`src/rtl/moae_pkg.sv`:
```
`timescale 1ns / 1ps
`default_nettype none
package moae_pkg;

	localparam int WORD_W     = 32;
	localparam int DATA_DEPTH = 256;
	localparam int ADDR_W     = $clog2(DATA_DEPTH);
	localparam int STEP_W     = $clog2(WORD_W);
	localparam int ITEM_ADDR_W = 8;
	localparam int OPC_W      = 4;
	localparam int FIELD_W    = 4;

	localparam int OPC_LSB  = 28;
	localparam int SRCA_LSB = 24;
	localparam int REGA_LSB = 20;
	localparam int SRCB_LSB = 16;
	localparam int REGB_LSB = 12;

	localparam logic [1:0] OP_EXEC  = 2'd0;
	localparam logic [1:0] OP_WRITE = 2'd1;
	localparam logic [1:0] OP_READ  = 2'd2;

	localparam logic [OPC_W-1:0] OPC_ADD = 4'd1;
	localparam logic [OPC_W-1:0] OPC_SUB = 4'd2;
	localparam logic [OPC_W-1:0] OPC_MUL = 4'd3;
	localparam logic [OPC_W-1:0] OPC_DIV = 4'd4;

	localparam logic [1:0] STATUS_OK       = 2'd0;
	localparam logic [1:0] STATUS_UNKNOWN  = 2'd1;
	localparam logic [1:0] STATUS_DIV_ZERO = 2'd2;

	typedef logic [(1 << ITEM_ADDR_W)-1:0][ADDR_W-1:0] wrap_table_t;

	typedef struct packed {
		logic              wr_en;
		logic [ADDR_W-1:0] wr_addr;
		logic              rd_en;
		logic [ADDR_W-1:0] rd_addr;
	} mem_ctl_t;

	typedef struct packed {
		logic             start;
		logic [OPC_W-1:0] opcode;
	} alu_ctl_t;

	function automatic wrap_table_t build_wrap_table();
		wrap_table_t t;
		for (int i = 0; i < (1 << ITEM_ADDR_W); i++) begin
			t[i] = ADDR_W'(i % DATA_DEPTH);
		end
		return t;
	endfunction

	localparam wrap_table_t WRAP_TABLE = build_wrap_table();

	function automatic logic [ADDR_W-1:0] wrap_addr(logic [ITEM_ADDR_W-1:0] a);
		return WRAP_TABLE[a];
	endfunction

endpackage
`default_nettype wire

```
`src/rtl/moae_serial_alu.sv`:
```
`timescale 1ns / 1ps
`default_nettype none
module moae_serial_alu (
	input  wire logic                                 clk,
	input  wire logic                                 arst_n,
	input  wire moae_pkg::alu_ctl_t                   ctl,
	input  wire logic [moae_pkg::WORD_W-1:0]          a,
	input  wire logic [moae_pkg::WORD_W-1:0]          b,
	output logic                                      done,
	output logic      [moae_pkg::WORD_W-1:0]          result
);

	localparam int W = moae_pkg::WORD_W;
	localparam logic [moae_pkg::STEP_W-1:0] LAST_STEP = moae_pkg::STEP_W'(W - 1);

	logic [W-1:0]                x_q;
	logic [W-1:0]                y_q;
	logic [W-1:0]                acc_q;
	logic                        carry_q;
	logic [moae_pkg::OPC_W-1:0]  opc_q;
	logic [moae_pkg::STEP_W-1:0] cnt_q;
	logic                        busy_q;
	logic                        done_q;

	logic       y_bit;
	logic       sum_bit;
	logic       carry_nxt;
	logic [W:0] rem_shift;
	logic [W:0] rem_diff;
	logic       rem_ge;

	always_comb begin
		y_bit     = (opc_q == moae_pkg::OPC_SUB) ? ~y_q[0] : y_q[0];
		sum_bit   = x_q[0] ^ y_bit ^ carry_q;
		carry_nxt = (x_q[0] & y_bit) | (x_q[0] & carry_q) | (y_bit & carry_q);
		rem_shift = {acc_q, x_q[W-1]};
		rem_diff  = rem_shift - {1'b0, y_q};
		rem_ge    = rem_shift >= {1'b0, y_q};
	end

	always_ff @(posedge clk) begin
		if (ctl.start) begin
			x_q     <= a;
			y_q     <= b;
			acc_q   <= '0;
			carry_q <= (ctl.opcode == moae_pkg::OPC_SUB);
			opc_q   <= ctl.opcode;
		end else if (busy_q) begin
			case (opc_q)
				moae_pkg::OPC_ADD, moae_pkg::OPC_SUB: begin
					acc_q   <= {sum_bit, acc_q[W-1:1]};
					x_q     <= x_q >> 1;
					y_q     <= y_q >> 1;
					carry_q <= carry_nxt;
				end
				moae_pkg::OPC_MUL: begin
					if (y_q[0]) begin
						acc_q <= acc_q + x_q;
					end
					x_q <= x_q << 1;
					y_q <= y_q >> 1;
				end
				default: begin
					acc_q <= rem_ge ? rem_diff[W-1:0] : rem_shift[W-1:0];
					x_q   <= {x_q[W-2:0], rem_ge};
				end
			endcase
		end
	end

	always_ff @(posedge clk or negedge arst_n) begin
		if (!arst_n) begin
			busy_q <= 1'b0;
			cnt_q  <= '0;
			done_q <= 1'b0;
		end else begin
			done_q <= busy_q && (cnt_q == LAST_STEP);
			if (ctl.start) begin
				busy_q <= 1'b1;
				cnt_q  <= '0;
			end else if (busy_q) begin
				cnt_q <= cnt_q + 1'b1;
				if (cnt_q == LAST_STEP) begin
					busy_q <= 1'b0;
				end
			end
		end
	end

	assign done   = done_q;
	assign result = (opc_q == moae_pkg::OPC_DIV) ? x_q : acc_q;

endmodule
`default_nettype wire

```
`config.mk`:
```
export PLATFORM = sky130hd
export DESIGN_NAME = moae_serial_alu
export DESIGN_NICKNAME = d
export VERILOG_FILES = /design/src/rtl/moae_pkg.sv /design/src/rtl/moae_serial_alu.sv
export SDC_FILE = /design/constraint.sdc
export NUM_CORES = 1
export LEC_CHECK = 0
export ABC_AREA = 1
export BUFFER_PORTS_ARGS = -buffer_cell sky130_fd_sc_hd__buf_2
export CAP_MARGIN = 10
export CORE_MARGIN = 3
export CORE_UTILIZATION = 40
export DETAILED_ROUTE_END_ITERATION = 12
export PLACE_DENSITY = 0.58
export SLEW_MARGIN = 10
export SYNTH_ARGS = -nofsm -noshare
export SYNTH_HDL_FRONTEND = slang
export SYNTH_SLANG_ARGS = --single-unit
```
`constraint.sdc`:
```
create_clock -name clk -period 4.1 [get_ports clk]
set_clock_uncertainty 0.1 [all_clocks]
set_input_delay 0.615 -clock clk [delete_from_list [all_inputs] [get_ports clk]]
set_output_delay 0.615 -clock clk [all_outputs]
set_load 0.01 [all_outputs]
```
==> flow_results.org, run 1 <==
** Status
- The run finished with clean final reports.

** Yosys
- The most used flip-flop cell after synthesis is edfxtp_1.
- After synthesis, the netlist uses 45 different library cells.
- Top area cells in the synthesized netlist :: nand2_1 (21%), edfxtp_1 (19%), inv_1 (8.9%), a21oi_1 (8.7%), ha_1 (7.6%)
- Count of yosys warnings during synthesis :: 0
- Summing every instance area after synthesis gives 10760 um^2.
- EDFF count, synth :: 69
- Sequential cell area fraction in the yosys report :: 26.84%
- Library cell with the largest summed area after synthesis :: nand2_1
- Counting flops and latches in the post-synthesis netlist gives 108.
- Fraction of registers with async set or reset after synthesis :: 6.481%
- The cell count after synthesis came out at 1728.
- Averaged over all synthesized cells, the footprint is 6.226 um^2.
- Synthesized net count :: 1867
- Share of the synthesized area in the top cell type :: 20.55%

** STA
- The final-report max-slew violation count was 0.
- Setup violations remaining at the end of the flow were counted as 0.
- The clock period could shrink to 3.174 ns.
- Maximum achievable frequency :: 315.1 MHz
- For the pin with the worst max-slew slack, the measured transition is 0.6526 ns.
- Final setup TNS :: 0 ns
- Relative slew slack :: 56.49%
- Hold Vio Cnt, Final :: 0
- The worst path uses 77.41% of the clock period.
- Setup repair after global routing left no endpoint under its margin.

** GRT
- Total track usage :: 23.71%
- First-pass GRT wire length :: 54550 um
- Number of global-route vias before repair :: 10070
- After global routing the overflow that remains totals 0.
- Maximum number of pins on one net before global-route repair :: 137
- Number of antenna violations at the first check in global routing :: 0

** Floorplan
- 104 I/O pins were placed.
- Site Rows :: 59
- Once the floorplan was initialized, standard cells occupied 40.94% of the core.
- Core ar. :: 26280 um^2
- The die covers 28900 um^2.
- Die outline width :: 170.0 um
- Die height :: 170.0 um

** Cells and area
- Share of post-route cells with drive strength above 1 :: 12.35%
- 0 antenna diodes ended up in the layout.
- The layout has 2881 filler cells.
- Area growth from synthesis to layout :: 10.28%
- The final layout contains 1940 nets.
- At the end of the flow the core is filled with cells to 45.14%.

** Setup path
- Data arrives at the worst endpoint at 3.34 ns.
- The worst setup path is captured at a flip-flop.
- The slowest stage of the critical path belongs to the cell dfxtp_1.
- CP startpoint kind :: flip-flop
- At the worst endpoint, the required time is 4.27 ns.
- Largest stage delay on the critical path :: 0.58 ns
- The signal on the critical path passes through ha_1 > nand2_2 > inv_2 > nand2_1 > nand2_1 > a21oi_1 > nand2_2 > a21oi_4 > nand2_4 > inv_2 > nand2_1 > nand3_1 > nand3b_1 > nand2_1 > inv_1.
- Dominant cell type by count on the critical path :: nand2_1
- Class of the most critical setup path :: flip-flop to flip-flop
- In this run the worst path has a maximum fanout of 39.

** Hold path
- Worst min path class :: input pin to flip-flop

** Detailed routing
- Dividing the detail-routed wire length by the instance count gives 16.20 um.
- Using the TritonRoute via totals, the vias-per-cell ratio works out to 5.063.
- Iteration count of the initial detailed-routing pass :: 5
- After detailed routing, the number of remaining DRC violations is 0.
- In this run the remaining antenna-violating nets after routing total 0.
- Wire length reported by the detailed router :: 34680 um
- The first routing iteration left 763 violations.
- Across all layers, the routed design uses 10840 vias.

** Clock network
- Clock transition at the registers of the reported paths :: 0.08 ns
- Clock Tree Buf Depth :: 2
- Clock tree from TritonCTS :: done
- Clock sink count :: 108
- Deepest level of the CTS H-tree :: 3
- Library cell used as clock root buffer :: clkbuf_16
- The later pin in the worst-skew pair is clocked with a latency of 0.37 ns.
- Number of buffers created by CTS :: 9

** Power
- The share of total power dissipated in sequential elements is 22.9%.
- For this design the static power due to leakage is 6.311 nW.
- Clock network fraction of total power :: 12.0%
- Logic pwr share :: 65.0%
- The internal power of the cells totals 3.611 mW.
- For this design the ratio of total power to cell area is 660.5 nW/um^2.
- Net switching is 53.91% of the power.
- Summed over all nets, the switching power comes to 4.225 mW.
- VDD sags by at most 0.2851 mV.

** Run
- Maximum capacitance violations :: 0

** Placed design
- Routability cong. :: 0.9562
- Hpwl dp :: 27180 um
- Port Buf Inserts :: 103
-- state kept, by name (all words and copies together), names as in the netlist --
signal,count
opc_q,4
carry_q,1
x_q,32
acc_q,32
done,1
busy_q,1
cnt_q,5
y_q,32
-- cells in the final DEF, fill, tap and decap left out, types with 4 or more instances in the layout --
master     netlist  final
a21oi_1        188    188
a21oi_2         14     14
and2_1           4      4
buf_2           13    102
buf_4            1     13
clkbuf_16        0     10
dfrtp_1          7      7
dfxtp_1         32     32
edfxtp_1        69     69
ha_1            65     65
inv_1          254    253
inv_2           10     10
mux2_2          19     19
nand2_1        589    589
nand2_2         19     19
nand2_4          4      4
nand3_1        105    105
nand3b_1        11     11
nand4_1          4      4
nor2_1         139    138
nor2_2           4      5
nor3_1          11     11
o21ai_0         66     65
o21bai_1         8      8
or2_2            6      6
xor2_1          17     17
-- synthesized netlist by cell type, types with 2 or more instances --
cell type    n
nor2_4       3
o21ai_1      3
a21oi_1    188
dfxtp_1     32
nor2_2       4
fa_1         3
a21o_1       2
nor2_1     139
clkbuf_1    37
o211ai_2     3
nand2_1    589
nand3b_1    11
or2_2        6
nand2_2     19
and2_1       4
o21bai_1     8
nand4_1      4
buf_12       3
dfrtp_1      7
mux2_2      19
xor2_1      17
nand2_4      4
a21oi_2     14
nand3_1    105
inv_1      254
buf_2       13
ha_1        65
edfxtp_1    69
nor3_1      11
nand3_2      3
o21ai_0     66
inv_2       10
-- worst max-delay path, delay by kind of cell (launching register included) --
kind | cells | cell delay (ns)
flip-flops | 1 | 0.58
AND/OR/NAND/NOR | 9 | 1.03
buffers and inverters | 3 | 0.51
adder cells (fa/ha/maj) | 1 | 0.39
AO/OA/AOI/OAI | 2 | 0.46
-- metrics by stage --
stage | worst slack, ns | total power, mW | instances | hold WS, ns | cell area [um^2]
5_1_grt | 0.6619 | 8.618 | 2141 | 0.3330 | 11860
6_report | 0.9264 | 7.836 | 2141 | 0.3435 | 11860
2_1_floorplan | 0.08661 | 5.548 | 1728 | 0.2194 | 10760
3_3_place_gp | 0.9542 | 6.861 | 2124 | 0.3727 | 11550
3_5_place_dp | 0.9478 | 6.880 | 2124 | 0.3740 | 11550
4_1_cts | 0.9554 | 7.851 | 2141 | 0.3364 | 11860
-- path summary, 6_finish.rpt --
path                                start   endpoint  slack [ns]  cells past startpoint
worst max-delay path            acc_q[26]  acc_q[23]        0.93                     15
worst min-delay path               ctl[3]   opc_q[3]        0.34                      1
worst max register to register  acc_q[26]  acc_q[23]        0.93                     15
max in group asynchronous          arst_n     busy_q        3.22                      2
min in group asynchronous          arst_n       done        0.51                      2
worst min register to register   cnt_q[4]   cnt_q[4]        0.42                      2
-- routing by layer --
layer	global-route usage [%]	wire length [um]	vias to the layer above
met5	0	0	-
met2	38.95	15860	253
met3	2.625	1322	52
met4	7.478	943	0
met1	32.79	16550	4874
li1	-	-	5661
-- power groups by stage --
stage               Clock (mW)  Sequential, mW  Combinational (mW)
detailed placement           0            1.83                5.05
global route             0.997            1.84                5.79
global placement             0            1.83                5.04
CTS                      0.963            1.80                5.08
floorplan                    0            1.62                3.92
finish                   0.943            1.80                5.09
-- area by class of cell --
class / instances / area [um^2] / area share (%)
multi-input combinational: 1300 / 6621 / 55.81
sequential: 108 / 2888 / 24.34
inverter: 265 / 994.7 / 8.384
timing repair buffer: 117 / 638.1 / 5.379
tap: 335 / 419.2 / 3.533
clock buffer: 10 / 250.2 / 2.109
clock inverter: 6 / 52.55 / 0.4429
-- cell families (layout without fill, tap and decap cells) --
| family | count (synthesis) | count (layout) | synth area share, % |
|---|---|---|---|
| compound gates | 291 | 291 | 14.74 |
| mux | 19 | 19 | 1.989 |
| buf+inv | 320 | 398 | 11.80 |
| flops | 108 | 108 | 26.84 |
| xor+xnor | 17 | 17 | 1.384 |
| simple gates | 905 | 905 | 35.12 |
| fa+ha+maj | 68 | 68 | 8.118 |
-- repair_timing --
item | in CTS | in global routing
setup buffers | 0 | 0
hold buffers | 1 | 0
hold endpoints to repair | 7 | 0
resized for setup | 0 | 0
Note: power is estimated with default switching activity, not from simulation.
==> run 2, diff against run 1 <==
--- a/config.mk
+++ b/config.mk
@@ -5,13 +5,13 @@
 export SDC_FILE = /design/constraint.sdc
 export NUM_CORES = 1
 export LEC_CHECK = 0
-export ABC_AREA = 1
+export ABC_AREA = 0
 export BUFFER_PORTS_ARGS = -buffer_cell sky130_fd_sc_hd__buf_2
 export CAP_MARGIN = 10
 export CORE_MARGIN = 3
 export CORE_UTILIZATION = 40
 export DETAILED_ROUTE_END_ITERATION = 12
-export PLACE_DENSITY = 0.58
+export PLACE_DENSITY = 0.56
 export SLEW_MARGIN = 10
 export SYNTH_ARGS = -nofsm -noshare
 export SYNTH_HDL_FRONTEND = slang
==> constraint.sdc (replaced) <==
create_clock -name clk -period 3.3 [get_ports clk]
set_clock_uncertainty 0.1 [all_clocks]
set_input_delay 0.495 -clock clk [delete_from_list [all_inputs] [get_ports clk]]
set_output_delay 0.495 -clock clk [all_outputs]
set_load 0.01 [all_outputs]
==> run 2 against run 1 <==
Routed wire length down 20%. Synthesized area fell by 15%. Maximum frequency down 1.4%. Critical endpoint is now acc_q[18]. Via count shrank 22%. Final area fell by 9.5%. Sequential power rose by 18%. Cell count is 31% lower. First-iteration DRC count shrank 23%. Register-to-register slack lost 0.84 ns.
==> flow_results.org, run 2 <==
** Setup path
- On the critical path the largest part of the delay comes from compound AO/OA/AOI/OAI gates.
- Critical path depth :: 13
- Chain of cells forming the critical path :: inv_2 > ha_4 > inv_2 > fa_2 > a21o_1 > a221oi_2 > o311ai_2 > a221o_1 > a41o_1 > a21oi_2 > xor2_1 > o21ai_1 > a32o_1
- Critical path's slowest cell :: edfxtp_1
- Critical R2R Capture :: acc_q[18]
- Flop2flop setup slack :: 0.08 ns
- WP data required :: 3.46 ns
- Critical path destination :: acc_q[18]
- Number of buffer and inverter instances along the worst setup path :: 2
- Number of cells traversed by the worst register-to-register path :: 13
- Along the worst path, the maximum fanout reaches 2.
- The worst register-to-register path begins at x_q[31].
- STA classifies the critical path startpoint as a flip-flop.
- The most numerous cell type found on the critical path is inv_2.
- The largest single stage delay on the critical path is 0.42 ns.
- The worst setup path is of the flip-flop to flip-flop kind.
- Crit end category :: flip-flop
- Launching element of the worst setup path :: x_q[31]
- Worst path arrival time :: 3.38 ns

** GRT
- Final global-route overflow total :: 0
- The first global-routing pass estimated 44290 um of wire.
- Total track usage :: 22.38%
- The number of global-route vias before repair came to 8067.
- Maximum number of pins on one net before global-route repair :: 56
- Number of antenna violations at the first check in global routing :: 0

** Run
- Across the run, the number of max-cap violations was 0.

** Detailed routing
- Number of vias per cell after detailed routing :: 5.739
- Routed wire per std cell :: 18.75 um
- Drc violations :: 0
- Wire length reported by the detailed router :: 27770 um
- Number of nets still failing antenna checks after routing :: 0
- The first detailed-routing pass ran for 5 iterations.
- Iteration-0 DRC Markers :: 591
- Via count :: 8500

** Cells and area
- Share of post-route cells with drive strength above 1 :: 20.82%
- In the final design database the tool counted 1335 nets.
- After routing the design area is 10740 um^2.
- Final antenna diode count :: 0
- Area growth from synthesis to layout :: 16.73%
- At the end of the flow the core is filled with cells to 48.30%.
- The library cell used most frequently in the layout, excluding fill and tap cells, is nand2_1.
- Leading cell types in the layout, fill and taps excluded :: nand2_1 (135), o21ai_0 (105), buf_2 (102)
- The largest registers in the layout are acc_q (32), x_q (32), y_q (32).

** Power
- Leakage power of the design :: 4.728 nW
- Power density over the cells :: 830.0 nW/um^2
- The share of total power dissipated in the clock network is 12.5%.
- VDD sags by at most 0.3634 mV.
- The share of total power dissipated in sequential elements is 23.9%.
- Fraction of power spent switching nets :: 46.60%
- Combinational logic is responsible for 63.6% of the overall power.
- The internal portion of the total power is 4.759 mW.
- Psw :: 4.152 mW

** Hold path
- Hold path startpoint :: ctl[1]
- The min-delay analysis places its worst path in the category input pin to flip-flop.

** STA
- Unrepaired setup endpoints after global routing :: yes
- Across all hold checks on the routed design, the worst slack comes to 0.2214 ns.
- Timing would allow up to 310.8 MHz.
- At the pin with the least slew margin, the transition time is 0.9785 ns.
- Final worst path period need :: 3.218 ns
- Number of slew-limit violations in the final report :: 0
- Final setup TNS :: 0 ns
- Final period utilization :: 97.51%
- The number of failing hold endpoints at the final stage came to 0.
- In this run the tightest slew margin relative to its limit is 34.53%.
- # setup viols final :: 0

** Floorplan
- The core region is 22230 um^2.
- Area of the die :: 24850 um^2
- Die height :: 157.6 um
- Starting utilization of the core area :: 41.38%
- Die outline width :: 157.6 um
- After floorplanning, the core was divided into 54 placement rows.
- I/O pins :: 104

** Yosys
- Fraction of registers with async set or reset after synthesis :: 6.481%
- Instance count of the mapped netlist :: 1073
- A synthesized cell averages 8.572 um^2.
- Ranked by instance count, the synthesized netlist is headed by nand2_1 (136), o21ai_0 (106), a21oi_1 (75), edfxtp_1 (69), ha_1 (65).
- Count of yosys warnings during synthesis :: 0
- Post-synth top flop :: edfxtp_1
- Library cell with the largest summed area after synthesis :: edfxtp_1
- In this run the cell area of the synthesized design comes to 9198 um^2.
- Sequential cell area fraction in the yosys report :: 31.40%
- Share of the synthesized area in the top cell type :: 22.53%
- The netlist uses 77 different library cells.
- In the post-synthesis netlist, the biggest area contributors are edfxtp_1 (23%), ha_1 (8.8%), dfxtp_1 (7.0%), o21ai_0 (5.8%), nand2_1 (5.6%).
- Most used standard cell by instance count after synthesis :: nand2_1
- When the netlist entered floorplanning its net count stood at 1212.
- EDFF count, synth :: 69
- Counting flops and latches in the post-synthesis netlist gives 108.

** Clock network
- Clock Tree Buf Depth :: 2
- Clock transition at the registers of the reported paths :: 0.08 ns
- Number of buffers created by CTS :: 9
- Deepest level of the CTS H-tree :: 3
- The clock net in this run drives a total of 108 sinks.
- Library cell used as clock root buffer :: clkbuf_16
- Clock tree from TritonCTS :: done
- The later pin in the worst-skew pair is clocked with a latency of 0.37 ns.

** Status
- Result of the run :: finished clean

** Placed design
- Hpwl dp :: 21710 um
- Routability cong. :: 0.8861
- Input and output buffers added on the ports amount to 103.
- Post-place instance area :: 10330 um^2
run 2: power groups by stage:
stage | clock network, mW | logic [mW] | registers (mW)
2_1_floorplan | 0 | 3.83 | 2.03
3_3_place_gp | 0 | 5.51 | 2.14
3_5_place_dp | 0 | 5.47 | 2.14
4_1_cts | 1.14 | 5.53 | 2.11
5_1_grt | 1.18 | 6.24 | 2.16
6_report | 1.12 | 5.67 | 2.13
run 2: metrics by stage:
| stage | setup slack, ns | std cells | total power [mW] |
|---|---|---|---|
| after floorplan | 0.1772 | 1073 | 5.858 |
| after global placement | 0.06952 | 1459 | 7.646 |
| after detailed placement | 0.03356 | 1459 | 7.611 |
| after CTS | -0.001334 | 1478 | 8.784 |
| after global routing | -0.08214 | 1481 | 9.583 |
| final | 0.08201 | 1481 | 8.911 |
run 2: logic make-up after synthesis:
family,after synthesis,synth area share (%)
xor+xnor,56,5.333
mux,71,8.148
flops,108,31.40
simple gates,289,14.13
compound gates,374,26.85
fa+ha+maj,68,9.495
buf+inv,107,4.639
run 2: what timing repair did:
| action | CTS | global route |
|---|---|---|
| gates resized for setup | 1 | 15 |
| setup endpoints to repair | 1 | 11 |
| hold buffers | 1 | 0 |
| buffers inserted | 2 | 3 |
| hold endpoints to repair | 7 | 0 |
| cloned | 0 | 0 |
| pin swaps | 5 | 16 |
run 2: how the worst min path moves through the flow:
stage                     cells after the start        to  slack [ns]
after global placement                        1    busy_q        0.24
after floorplan                               0    busy_q         0.1
after CTS                                     1  opc_q[1]        0.21
final                                         1  opc_q[1]        0.22
after detailed placement                      1    busy_q        0.24
after global routing                          1  opc_q[1]        0.22
run 2: metal layers:
layer / part of all wire [%] / vias up / GRT usage (%) / wire (um)
met1: 52 / 3950 / 34.92 / 14330
met5: 0 / - / 0 / 0
met4: 1.6 / 0 / 5.455 / 456
li1: - / 4272 / - / -
met3: 4.7 / 27 / 2.187 / 1308
met2: 42 / 251 / 33.10 / 11680
run 2: area by class of cell:
cell class                 count  area, um^2
multi-input combinational    858        5986
clock buffer                  11       242.7
sequential                   108        2888
timing repair buffer         171        1044
inverter                      48       180.2
fill                        2196       11490
clock inverter                 5       46.29
tap                          280       350.3
run 2: worst register-to-register path, delay by kind of cell (launching register included):
| kind | cells | cell delay, ns |
|---|---|---|
| adder cells (fa/ha/maj) | 2 | 0.50 |
| XOR/XNOR | 1 | 0.20 |
| AO/OA/AOI/OAI | 8 | 1.79 |
| buffers and inverters | 2 | 0.13 |
| flip-flops | 1 | 0.42 |
